### config.mk
export PLATFORM = sky130hd
export DESIGN_NAME = flsa_out_buf
export DESIGN_NICKNAME = d
export VERILOG_FILES = /design/src/hw/rtl/flsa_pkg.sv /design/src/hw/rtl/flsa_out_buf.sv
export SDC_FILE = /design/constraint.sdc
export NUM_CORES = 1
export LEC_CHECK = 0
export ABC_CLOCK_PERIOD_IN_PS = 3800
export BUFFER_PORTS_ARGS = -buffer_cell sky130_fd_sc_hd__buf_2
export CAP_MARGIN = 25
export CORE_MARGIN = 3
export CORE_UTILIZATION = 42
export DETAILED_ROUTE_END_ITERATION = 7
export HOLD_SLACK_MARGIN = 0.05
export PLACE_DENSITY_LB_ADDON = 0.08
export SLEW_MARGIN = 20
export SYNTH_ARGS = -nofsm -noshare
export SYNTH_HDL_FRONTEND = slang
export SYNTH_SLANG_ARGS = --single-unit
### constraint.sdc
create_clock -name clk -period 3.8 [get_ports clk]
set_input_delay 0 -clock clk [delete_from_list [all_inputs] [get_ports clk]]
set_output_delay 0 -clock clk [all_outputs]
set_load 0.05 [all_outputs]
### src/hw/rtl/flsa_pkg.sv
// flsa_pkg: shared types and constants of the free list slot allocator
// no dependencies; imported by every module of the block
`timescale 1ns / 1ps
`default_nettype none
package flsa_pkg;

	localparam int SLOT_COUNT_DEF = 512;
	localparam int OP_W           = 2;
	localparam int IDX_W          = 9;
	localparam int STATUS_W       = 3;

	typedef enum logic [OP_W-1:0] {
		OP_ALLOC = 2'd0,
		OP_FREE  = 2'd1,
		OP_INIT  = 2'd2
	} op_t;

	typedef enum logic [STATUS_W-1:0] {
		ST_GRANTED = 3'd0,
		ST_EMPTY   = 3'd1,
		ST_FREED   = 3'd2,
		ST_BAD     = 3'd3,
		ST_REINIT  = 3'd4
	} status_t;

	typedef enum logic [1:0] {
		S_IDLE  = 2'd0,
		S_POP   = 2'd1,
		S_SWEEP = 2'd2
	} ctrl_state_t;

	typedef struct packed {
		logic             valid;
		status_t          status;
		logic [IDX_W-1:0] granted;
	} res_t;

endpackage
`default_nettype wire

### src/hw/rtl/flsa_out_buf.sv
// flsa_out_buf: output register plus one pending stage for results
// lets the sequencer finish a request while the receiver stalls; uses flsa_pkg
`timescale 1ns / 1ps
`default_nettype none
module flsa_out_buf (
	input  wire logic                          clk,
	input  wire logic                          arst_n,
	input  wire flsa_pkg::res_t                res,
	output logic                               busy,
	output logic                               out_valid,
	input  wire logic                          out_ready,
	output logic      [flsa_pkg::STATUS_W-1:0] status,
	output logic      [flsa_pkg::IDX_W-1:0]    granted_index
);
	import flsa_pkg::*;

	logic    out_v_q, pend_v_q;
	status_t out_st_q, pend_st_q;
	logic [IDX_W-1:0] out_gi_q, pend_gi_q;
	logic    out_free;

	assign out_free      = !out_v_q || out_ready;
	assign busy          = pend_v_q;
	assign out_valid     = out_v_q;
	assign status        = out_st_q;
	assign granted_index = out_gi_q;

	always_ff @(posedge clk or negedge arst_n) begin
		if (!arst_n) begin
			out_v_q  <= 1'b0;
			pend_v_q <= 1'b0;
		end else if (out_free) begin
			out_v_q  <= pend_v_q || res.valid;
			pend_v_q <= pend_v_q && res.valid;
		end else if (res.valid) begin
			pend_v_q <= 1'b1;
		end
	end

	always_ff @(posedge clk) begin
		if (out_free) begin
			if (pend_v_q) begin
				out_st_q  <= pend_st_q;
				out_gi_q  <= pend_gi_q;
				pend_st_q <= res.status;
				pend_gi_q <= res.granted;
			end else if (res.valid) begin
				out_st_q <= res.status;
				out_gi_q <= res.granted;
			end
		end else if (res.valid) begin
			pend_st_q <= res.status;
			pend_gi_q <= res.granted;
		end
	end

	// a new result never meets a full pending stage
	a_no_overrun: assert property (@(posedge clk) disable iff (!arst_n)
		!(res.valid && pend_v_q))
		else $error("result arrived with pending stage full");

endmodule
`default_nettype wire

**Word level (Yosys, flattened, before mapping)**

Cells that the tools add are included.

- Reduce and logical (&&, ||, !) cells: 8
- Multiplexer cells: 10
- Eq/ne operators: 1

Operators with widths:

| cell | number |
|---|---|
| 9-bit two-way mux | 4 |
| 3-bit two-way mux | 4 |
| 2-bit AND reduction | 2 |
| 2-bit nonzero test | 2 |
| 1-bit logical OR | 2 |
| 1-bit two-way mux | 2 |
| 2-bit inequality test (second input constant) | 1 |
| 1-bit logical AND | 1 |
| 1-bit logical NOT | 1 |

- Input port bits: 16
- Register bits: 26
- Word-level logic and storage cells: 25

**Depth between registers and ports, before layout**

- Word-level depth: 4
- Mapped depth: 3

**Worst setup path after synthesis**

OpenSTA, ideal clock, no wires.

- Path kind: register -> register
- Start point: register pend_v_q, in the netlist busy
- End point: register out_gi_q[0], in the netlist granted_index[0] (enable)
- Setup slack: 1.997 ns
- Setup time: 0.380 ns
- Buffers on the path: 1
- Data required time: 3.420 ns
- Clock period less this slack: 1.803 ns
- Cell stages (with the launch flop): 4
- Data arrival time: 1.423 ns
- Cell sequence: dfrtp_1 -> buf_6 -> nor2_1 -> nor2_1

- Word-level cells in the longest chain between the ends: 2

RTL lines:

| what | line | text |
|---|---|---|
| start, declared | flsa_out_buf.sv:17 | `logic out_v_q, pend_v_q;` |
| start signal, assigned | flsa_out_buf.sv:34 | `pend_v_q <= pend_v_q && res.valid;` |
| 2-bit nonzero test (no line) | -- |  |
| 2-bit AND reduction (no line) | -- |  |
| end signal, assigned | flsa_out_buf.sv:44 | `out_gi_q <= pend_gi_q;` |
| end signal, assigned | flsa_out_buf.sv:49 | `out_gi_q <= res.granted;` |
| end, declared | flsa_out_buf.sv:19 | `logic [IDX_W-1:0] out_gi_q, pend_gi_q;` |

Every way passes these cells.
A chain may end at the register's enable or synchronous reset.

**Worst setup path after layout**

- Start point: register pend_v_q, in the netlist busy
- End point: register out_gi_q[3], in the netlist granted_index[3] (enable)

The elaborated chain is that of the path after synthesis.

==> impl_results.md <==
* Total Routing Usage GR at 0.119
* Final Hold Viols at 0
* Area after DPL at 1160 um^2
* Leakage at 0.555 nW
* Maximum clock rate at between 0.4 and 0.5 GHz
* Crit path cell chain: nor2_1, nor2_1
* Yosys reg bits at 26
* Post-CTS Setup Bufs at 0
* R2r setup slk at 1.73 ns
* Setup violators final at 0
* N_diodes at 0
* Chip height at between 50 and 60 um
* Pwr dens at 510 nW/um^2
* CTS Root Cell: clkbuf_4
* Last element of the critical path: granted_index[3]
* Die area at 3030 um^2
* Detail Placement HPWL at 1010 um
* Clock share of power at 0.265
* Antenna violations before repair at 0
* Routed wire per std cell at 12.8 um
* Htree depth at 1
* RePlAce Congestion at 0.659
* Vias at 544
* CP Capture Type: flip-flop
* Most frequent cells in the layout: buf_2 (29), edfxtp_1 (24), dlygate4sd3_1 (15), mux2_4 (8), mux2_2 (5)
* Fin crit share at 0.544
* Synth top area cells: edfxtp_1 (71%), mux2_4 (12%), mux2_2 (5.6%)
* Critical Path AT at just over 2 ns
* Sequential Power Share at 0.529
* Reg-to-Reg End: granted_index[3]
* Crit-path max FO at 16
* Sw power at 0.000182 W
* Yosys cell types at 10
* Clk buf depth at 2
* R2R cell count at 2
* Starting Density at 0.448
* Worst Setup Start Kind: flip-flop
* Max-Cap Viols at 0
* Switching Share at 0.262
* Max VDD drop at 0.326 mV
* Largest net degree at the start of global routing at 17
* Mapped Area at 1010 um^2
* Layout fillers at 190
* CTS buffer count at 3
* Post-cts resize count at 0
* CP max stage cell: dfrtp_1
* Initial DRT Pass Iterations at 4
* Final Util at 0.604
* Status: complete, no violations
* CTS tree: done
* Total grt overflow at 0
* Synthesized area per cell at ~22 um^2
* Gate power share at 0.207
* Hold Crit Depth at 3
* First-pass GRT wire length at between 2000 and 2500 um
* Clk slew on worst S/H paths at 0.13 ns
* Slew Viols, Final at 0
* Drt drc at 0
* Sequential area share after synthesis at 0.762
* Cell count along the critical path at 2
* Vias in the first global route at 543
* Share of layout cells above drive strength 1 at 0.511
* CP dominant cell by count: nor2_1
* Crit path largest cell delay at 0.83 ns
* CP required at 3.75 ns
* Die Span X at 55.1 um
* Worst hold start: out_ready
* Worst Hold Class: input pin to flip-flop
* Routed WL at 1540 um
* Layout Skew at 0.00220 ns
* CORE AREA at 2250 um^2
* FP Rows at 17
* Commonest non-fill, non-tap cell in the layout: buf_2
* ANT nets after route at 0
* Worst-skew pair later-pin latency at 0.31 ns
* Layout Nets at 109
* Crit path max-delay family: simple AND/OR/NAND/NOR gates
* Synth Warn # at 0
* Synth area leader: edfxtp_1
* Worst Setup SP: busy
* Syn nets at between 60 and 70
* Post-route cell area at 1360 um^2
* Minimum clock period at 2.07 ns
* PortBufs at 29
* Slew @ Worst Pin at 0.907 ns
* Synthesis-to-finish area growth at 34.8%
* RSZ-0062 raised after global routing: false
* Buf/Inv on CP at 0
* Internal power at between 0.0005 and 0.0006 W
* DR vias/cell at 4.53
* Fin Setup TNS at 0 ns
* Slew HR at 0.393
* DR iter-0 viols at 7
* Yosys top cell area share at 0.713
* Synth Instances at 46
* Critical path type: flip-flop to flip-flop
* CTS sink count at 26
* # IOs at 30
* Final total power at 0.000695 W
* Reg-to-Reg Start: busy
-- state kept, by name, indices dropped and copies added, names as in the netlist --
register,flops
granted_index,9
out_valid,1
pend_gi_q,9
busy,1
pend_st_q,3
status,3
-- power by group through the flow --
stage | clock, W | sequential, W | combinational [W]
final | 0.000184 | 0.000368 | 0.000144
after global routing | 0.000200 | 0.000372 | 0.000153
after CTS | 0.000188 | 0.000369 | 0.000145
after detailed placement | 0 | 0.000375 | 0.000133
after global placement | 0 | 0.000374 | 0.000132
after floorplan | 0 | 0.000427 | 0.0000560
-- how the worst min path moves through the flow --
stage	end	slack, ns
floorplan	busy	-0.30
global placement	out_valid	-0.21
detailed placement	out_valid	-0.21
CTS	out_valid	0.14
global route	out_valid	0.16
finish	out_valid	0.15
-- per-stage QoR --
stage,setup WS [ns],instances,hold slack [ns]
3_3_place_gp,1.76,101,-0.212
3_5_place_dp,1.70,101,-0.210
4_1_cts,1.69,120,0.144
5_1_grt,1.50,120,0.157
2_1_floorplan,2.00,46,-0.296
6_report,1.73,120,0.150
-- kinds of logic after synthesis --
logic type / Yosys count / share of synthesized area
simple gates: 4 / 0.0210
buf+inv: 2 / 0.0309
fa+ha+maj: 1 / 0.0111
mux: 13 / 0.175
flops: 26 / 0.762
-- synthesized netlist by cell type --
master,number
dfrtp_1,2
nand2b_1,1
maj3_2,1
mux2_2,5
buf_6,1
and2b_1,1
edfxtp_1,24
nor2_1,2
mux2_4,8
buf_12,1
-- worst reg2reg max path, cell delays in order, from the launching register on --
cell and delay [ns]:
dfrtp_1 0.83, nor2_1 0.15, nor2_1 0.73
-- metal layers --
| layer | vias up | wire, um | track usage |
|---|---|---|---|
| met5 | - | 0 | 0 |
| met4 | 0 | 0 | 0.0526 |
| met3 | 0 | 69 | 0.0241 |
| met2 | 13 | 891 | 0.213 |
| met1 | 262 | 575 | 0.138 |
| li1 | 269 | - | - |
-- repair_timing --
item / in CTS / in global routing
endpoints found under the setup margin: 0 / 0
hold buffers: 15 / 0
endpoints found under the hold margin: 28 / 0
-- area by class of cell --
type / instances / area [um^2] / share of cell area
clock inverters: 1 / 30.0 / 0.0220
multi-input cells: 18 / 209 / 0.153
repair buffers: 44 / 295 / 0.217
flip-flops and latches: 26 / 771 / 0.566
clock buffers: 3 / 22.5 / 0.0165
well taps: 28 / 35.0 / 0.0257
Power figures use the tool's default switching activity.
