===== config.mk =====
export PLATFORM = sky130hd
export DESIGN_NAME = flsa_ctrl
export DESIGN_NICKNAME = d
export VERILOG_FILES = /design/src/hw/rtl/flsa_pkg.sv /design/src/hw/rtl/flsa_ctrl.sv
export SDC_FILE = /design/constraint.sdc
export NUM_CORES = 1
export LEC_CHECK = 0
export ABC_AREA = 1
export BUFFER_PORTS_ARGS = -buffer_cell sky130_fd_sc_hd__buf_2
export CORE_MARGIN = 3
export CORE_UTILIZATION = 50
export DETAILED_ROUTE_END_ITERATION = 10
export PLACE_DENSITY = 0.87
export SYNTH_ARGS = -nofsm -noshare
export SYNTH_HDL_FRONTEND = slang
export SYNTH_SLANG_ARGS = --single-unit

===== constraint.sdc =====
create_clock -name clk -period 2.2 [get_ports clk]
set_input_delay 0.11 -clock clk [delete_from_list [all_inputs] [get_ports clk]]
set_output_delay 0.11 -clock clk [all_outputs]
set_load 0.02 [all_outputs]

===== src/hw/rtl/flsa_pkg.sv =====
// flsa_pkg: shared types and constants of the free list slot allocator
// no dependencies; imported by every module of the block
`timescale 1ns / 1ps
`default_nettype none
package flsa_pkg;

	localparam int SLOT_COUNT_DEF = 512;
	localparam int OP_W           = 2;
	localparam int IDX_W          = 9;
	localparam int STATUS_W       = 3;

	typedef enum logic [OP_W-1:0] {
		OP_ALLOC = 2'd0,
		OP_FREE  = 2'd1,
		OP_INIT  = 2'd2
	} op_t;

	typedef enum logic [STATUS_W-1:0] {
		ST_GRANTED = 3'd0,
		ST_EMPTY   = 3'd1,
		ST_FREED   = 3'd2,
		ST_BAD     = 3'd3,
		ST_REINIT  = 3'd4
	} status_t;

	typedef enum logic [1:0] {
		S_IDLE  = 2'd0,
		S_POP   = 2'd1,
		S_SWEEP = 2'd2
	} ctrl_state_t;

	typedef struct packed {
		logic             valid;
		status_t          status;
		logic [IDX_W-1:0] granted;
	} res_t;

endpackage
`default_nettype wire


===== src/hw/rtl/flsa_ctrl.sv =====
// flsa_ctrl: request sequencer, head register and list rebuild sweep
// drives flsa_link_mem and hands results to flsa_out_buf; uses flsa_pkg
`timescale 1ns / 1ps
`default_nettype none
module flsa_ctrl #(
	parameter int SLOT_COUNT = flsa_pkg::SLOT_COUNT_DEF,
	parameter int SW         = $clog2(SLOT_COUNT)
) (
	input  wire logic                       clk,
	input  wire logic                       arst_n,
	input  wire logic                       in_valid,
	output logic                            in_ready,
	input  wire logic [flsa_pkg::OP_W-1:0]  op,
	input  wire logic [flsa_pkg::IDX_W-1:0] slot_index,
	input  wire logic                       buf_busy,
	output logic                            wr_en,
	output logic      [SW-1:0]              wr_addr,
	output logic      [SW:0]                wr_data,
	output logic                            rd_en,
	output logic      [SW-1:0]              rd_addr,
	input  wire logic [SW:0]                rd_data,
	output flsa_pkg::res_t                  res
);
	import flsa_pkg::*;

	localparam logic [SW-1:0] LAST = SW'(SLOT_COUNT - 1);

	ctrl_state_t   state_q, state_d;
	logic [SW-1:0] head_q, head_d;
	logic          hv_q, hv_d;
	logic [SW-1:0] cnt_q, cnt_d;
	logic          reinit_q, reinit_d;
	logic          accept;
	logic          idx_ok;

	assign in_ready = (state_q == S_IDLE) && !buf_busy;
	assign accept   = in_valid && in_ready;
	assign idx_ok   = (32'(slot_index) < 32'(SLOT_COUNT));
	assign rd_addr  = head_q;

	always_ff @(posedge clk or negedge arst_n) begin
		if (!arst_n) begin
			state_q  <= S_SWEEP;
			hv_q     <= 1'b0;
			cnt_q    <= '0;
			reinit_q <= 1'b0;
		end else begin
			state_q  <= state_d;
			hv_q     <= hv_d;
			cnt_q    <= cnt_d;
			reinit_q <= reinit_d;
		end
	end

	always_ff @(posedge clk) begin
		head_q <= head_d;
	end

	always_comb begin
		state_d  = state_q;
		head_d   = head_q;
		hv_d     = hv_q;
		cnt_d    = cnt_q;
		reinit_d = reinit_q;
		wr_en    = 1'b0;
		wr_addr  = cnt_q;
		wr_data  = {(cnt_q != '0), (cnt_q == '0) ? {SW{1'b0}} : (cnt_q - 1'b1)};
		rd_en    = 1'b0;
		res      = '{valid: 1'b0, status: ST_GRANTED, granted: '0};
		case (state_q)
			S_IDLE: begin
				if (accept) begin
					if (op == OP_ALLOC) begin
						if (hv_q) begin
							rd_en   = 1'b1;
							state_d = S_POP;
						end else begin
							res.valid  = 1'b1;
							res.status = ST_EMPTY;
						end
					end else if (op == OP_FREE) begin
						res.valid = 1'b1;
						if (idx_ok) begin
							wr_en      = 1'b1;
							wr_addr    = SW'(slot_index);
							wr_data    = {hv_q, hv_q ? head_q : {SW{1'b0}}};
							head_d     = SW'(slot_index);
							hv_d       = 1'b1;
							res.status = ST_FREED;
						end else begin
							res.status = ST_BAD;
						end
					end else if (op == OP_INIT) begin
						state_d  = S_SWEEP;
						cnt_d    = '0;
						reinit_d = 1'b1;
					end else begin
						res.valid  = 1'b1;
						res.status = ST_BAD;
					end
				end
			end
			S_POP: begin
				res.valid   = 1'b1;
				res.status  = ST_GRANTED;
				res.granted = IDX_W'(head_q);
				hv_d        = rd_data[SW];
				head_d      = rd_data[SW] ? rd_data[SW-1:0] : {SW{1'b0}};
				state_d     = S_IDLE;
			end
			S_SWEEP: begin
				wr_en = 1'b1;
				if (cnt_q == LAST) begin
					head_d   = LAST;
					hv_d     = 1'b1;
					state_d  = S_IDLE;
					reinit_d = 1'b0;
					if (reinit_q) begin
						res.valid  = 1'b1;
						res.status = ST_REINIT;
					end
				end else begin
					cnt_d = cnt_q + 1'b1;
				end
			end
			default: begin
				state_d = S_IDLE;
			end
		endcase
	end

	// memory ports are never used in the same cycle
	a_port_excl: assert property (@(posedge clk) disable iff (!arst_n)
		!(wr_en && rd_en))
		else $error("link memory read and write in one cycle");

	// a pop read is followed by the pop cycle
	a_pop_follows: assert property (@(posedge clk) disable iff (!arst_n)
		rd_en |=> (state_q == S_POP))
		else $error("pop cycle missing after link read");

	// end of sweep leaves the top slot at the head
	a_sweep_end: assert property (@(posedge clk) disable iff (!arst_n)
		(state_q == S_SWEEP && cnt_q == LAST) |=> (hv_q && head_q == LAST
		&& state_q == S_IDLE))
		else $error("sweep did not restore head");

endmodule
`default_nettype wire


### Word level (Yosys, flattened, before mapping)

Cells that the tools add are included.
W data, S select, Z words.

* output and inout bits: 44
* register bits after elaboration: 22
* input bits: 25
* logic and storage cells: 92

* multiplexer cells: 57
* equality and inequality tests: 15
* reduce and logical (&&, ||, !) cells: 13
* add/subtract/negate cells: 2

Operators by type and width (number)
* $mux W9: 17
* $mux W10: 4
* $mux W4: 7
* $pmux W9 S3: 1
* $pmux W9 S2: 1
* $mux W1: 16
* $mux W2: 6
* $pmux W4 S3: 1
* $reduce_and A6 Y1: 2
* $ne A2 B2 Y1 const B: 5
* $reduce_and A5 Y1: 2
* $add A9 B1 Y9 const B: 1
* $eq A9 B9 Y1 const B: 1
* $logic_not A9 Y1: 1
* $reduce_bool A9 Y1: 1
* $sub A9 B1 Y9 const B: 1
* $ne A3 B3 Y1 const B: 2
* $eq A2 B1 Y1 const B: 2
* $eq A2 B2 Y1 const B: 2
* $logic_not A2 Y1: 2
* $ne A2 B1 Y1 const B: 2
* $pmux W1 S2: 2
* $pmux W2 S2: 1
* $ne A3 B1 Y1 const B: 1
* 5 further kinds: 6

### Depth between registers and ports, before layout

* depth after elaboration: 6
* gate-level depth with buffers: 11
* gate-level depth less buffers: 11

### Worst setup path after synthesis

Ideal clock, no wire load.

* kind: register to register
* start: reg cnt_q[1]
* end: reg head_q[0] (netlist: rd_addr[0]) (enable)
* period minus slack after synthesis: 1961 ps
* buffers on the path: 0
* library setup time: 329 ps
* slack: 239 ps
* stages on the path, launching flop included: 9
* required time: 1871 ps
* data arrival time: 1632 ps
* path through: dfrtp_1 ha_1 nand2_1 nor4_1 ha_1 nor2_1 nor2_1 nand3_1 inv_1

* cells in the longest elaborated chain, start to end: 3

Ends and longest elaborated chain
* start, declared: line flsa_ctrl.sv:31 `logic [SW-1:0] cnt_q, cnt_d;`
* start signal, assigned: line flsa_ctrl.sv:50 `cnt_q <= cnt_d;`
* $eq A9 B9 Y1: line flsa_ctrl.sv:113 `if (cnt_q == LAST) begin`
* $ne A2 B2 Y1 (no source line)
* $reduce_and A5 Y1 (no source line)
* end signal, assigned: line flsa_ctrl.sv:56 `head_q <= head_d;`
* end, declared: line flsa_ctrl.sv:29 `logic [SW-1:0] head_q, head_d;`

No other way between the ends.
A chain may end at the register's enable or synchronous reset.

==> out/metrics.yaml <==
design.portCount: 69
critical_path_depth: 6
crit_path_top_delay_cell: "dfstp_2"
total_via_count_in_the_routed_design: 2065
cts.clk_slew.worst_paths_ns: 0.08
drt_first_iter_violations: 210
setup.worst_path.start_class: "flop"
grt_antenna_before_repair: 0
ys.flop_type: "dfrtp_1"
htree_num_levels: 1
final_common_cell: "nand2_1"
layoutNonFillerInstCount: 398
post_route_cells_drive_above_1_share: 0.318
worst_ep_required_time_ns: 2.09
end_kind: "output port"
synthCells: 276
slowest_delay_ns: 0.57
tritoncts.num_buffers: 3
wire_length_of_the_first_global_routing_pass_mm: 8.20
pwr_density_cell_nw_per_um2: 1320
crit_path_cell_trace: "ha_1 > nand2_1 > o22ai_2 > nor2_1 > nor2_1 > buf_2"
post-route-drc-count: 0
post_synth_num_cell_types: 34
fraction_of_the_yosys_area_taken_by_sequential_cells: 0.317
p_leak_nw: 1.34
critical_path_peak_fanout: 10
finish.instance_area_um2: 2440
result_of_the_run: "completed"
finalClockSkew_ns: 0.00654
postSynthRegisterBits: 22
globalRoute.totalOverflow: 0
worstSkewPairLatency_ns: 0.27
hold_class: "primary input to flop"
routed_wire_length_per_instance_um: 13.0
grt_usage: 0.236
arrival_ns: 1.98
gp_congestion: 0.998
vdd_ir_drop_max_uv: 781
dp_hpwl_mm: 3.99
drt-vias-per-instance: 5.19
first_pass_iters: 4
syn_area_per_cell_um2: 6.83
dpl.cell_count: 391
timing.setup.critical_path_class: "flop to output port"
wirelength_mm: 5.18
floorplan.die.width_um: 67.4
timing.critical_path.buf_inv: 1
layout_area_overhead_pct: 29.6
cts_max_path_buffers: 2
cts_sinks: 22
clock.fmax_mhz: 479
initial_core_util: 0.543
final_period_minus_worst_setup_slack_ns: 2.09
synth.net_count: 311
postRouteAntennaNets: 0
maxCapViolations: 0
slew_viol_final: 0
ff2ff_path_depth: 7
synth-edff-count: 9
finalHoldViolations: 0
antenna_cells_inserted: 0
overall_die_height_um: 67.4
largest_net_degree_at_the_start_of_global_routing: 18
path_delay_family: "flip-flops"
report.final.setup_viol: 0
setup-tns-final_ns: 0
dieArea_um2: 4540
critical_path.most_common_cell: "nor2_1"
fin_nets: 388
synth_area_um2: 1880
timing_worst_slew_pin_value_ns: 0.590
tritoncts_clock_tree: "yes"
yosysWarnings: 0
dpl_cell_area_um2: 2290
core.rowCount: 21
layout_common_cells: "nand2_1, buf_2, inv_1"
floorplan.core_area_um2: 3470
timing.hold.worst_path_depth: 3
fill_count: 294
cts.root.buffer_cell: "clkbuf_8"
fraction_of_registers_with_async_set_or_reset_after_synthesis: 0.591
place.port_buffers: 68
slew-limit-headroom: 0.605
fin_crit_sh: 0.948
first_global_vias: 1797
-- flip-flops by register name, summed over array words and instances (netlist names) --
signal    count
state_q       2
rd_addr       9
hv_q          1
reinit_q      1
cnt_q         9
-- routing by layer --
metal  up-vias  wire length [um]  GRT usage
li1       1032                 -          -
met1       943              2090      0.311
met2        84              2650      0.407
met3         6               394     0.0349
met4         0                42     0.0532
met5         -                 0          0
-- final timing paths --
check / start / endpoint / slack [ns]
min reg2reg: state_q[1]$_DFFE_PN1P_ / state_q[1]$_DFFE_PN1P_ / 0.55
min: rd_data[9] / hv_q$_DFFE_PN0P_ / 0.16
max: state_q[1]$_DFFE_PN1P_ / res[12] / 0.11
max reg2reg: cnt_q[6]$_DFFE_PN0P_ / rd_addr[8]$_DFFE_PP_ / 0.19
max in group asynchronous: arst_n / state_q[1]$_DFFE_PN1P_ / 1.63
min in group asynchronous: arst_n / cnt_q[5]$_DFFE_PN0P_ / 0.27
-- metrics by stage --
step / total power, mW / hold WS, ns / util / setup slack [ns]
floorplan: 2.12 / -0.186 / - / 0.239
global placement: 2.70 / 0.0207 / 0.661 / 0.208
detailed placement: 2.73 / 0.0232 / 0.661 / 0.134
CTS: 3.12 / 0.154 / 0.688 / 0.0327
global route: 3.48 / 0.199 / 0.704 / -0.0179
finish: 3.22 / 0.158 / 0.704 / 0.113
-- final cells by class --
cell class | instances | area (um2) | share of cell area
clock inverter | 1 | 30.0 | 0.0123
inverter | 45 | 173 | 0.0707
multi-input combinational | 200 | 1100 | 0.450
sequential | 22 | 598 | 0.245
clock buffer | 3 | 41.3 | 0.0169
tap | 46 | 57.6 | 0.0236
timing repair buffer | 81 | 444 | 0.182
-- worst register-to-register path, cell delays in order, from the launching register on --
cell,delay [ns]
dfrtp_2,0.44
inv_1,0.11
nor4_2,0.30
ha_2,0.23
nor2_1,0.04
nor2_1,0.13
nand3_1,0.12
inv_1,0.30
-- cells in the mapped netlist (2+ instances only) --
master | n | share of area
a22oi_1 | 9 | 0.036
buf_6 | 3 | 0.018
xor2_1 | 4 | 0.019
clkbuf_1 | 2 | 0.0040
a21oi_1 | 2 | 0.0053
inv_2 | 2 | 0.0040
nor2_1 | 22 | 0.044
ha_1 | 10 | 0.066
clkinv_1 | 2 | 0.0040
inv_1 | 41 | 0.082
nand4_1 | 2 | 0.0066
dfrtp_1 | 12 | 0.16
buf_2 | 3 | 0.0080
nor3_1 | 2 | 0.0053
nand2_2 | 2 | 0.0066
nand2_1 | 85 | 0.17
o21ai_0 | 28 | 0.074
nor4_1 | 2 | 0.0066
nand3_1 | 15 | 0.040
edfxtp_1 | 9 | 0.14
o21ai_2 | 5 | 0.023
o21ai_1 | 2 | 0.0053
-- where the power goes --
part	internal (mW)	switching, mW	total (mW)
sequential	0.628	0.0913	0.719
clock	0.243	0.141	0.384
combinational	0.705	1.41	2.11
total	1.58	1.64	3.22
-- kinds of logic after synthesis --
kind of cell / count (synthesis) / share of synthesized area
xor gates and xnor gates: 5 / 0.0232
buffers and inverters: 54 / 0.124
and+or+nand+nor: 136 / 0.314
adders and majority gates: 10 / 0.0664
DFF: 22 / 0.317
AOI/OAI and AO/OA: 49 / 0.156
-- timing repair --
action | in CTS | in global routing
hold buffers | 1 | 0
setup buffers | 0 | 2
endpoints found under the setup margin | 9 | 22
hold endpoints to repair | 12 | 0
pin swaps | 0 | 1
resized for setup | 2 | 14
No activity file was read; power rests on OpenSTA's default activity.
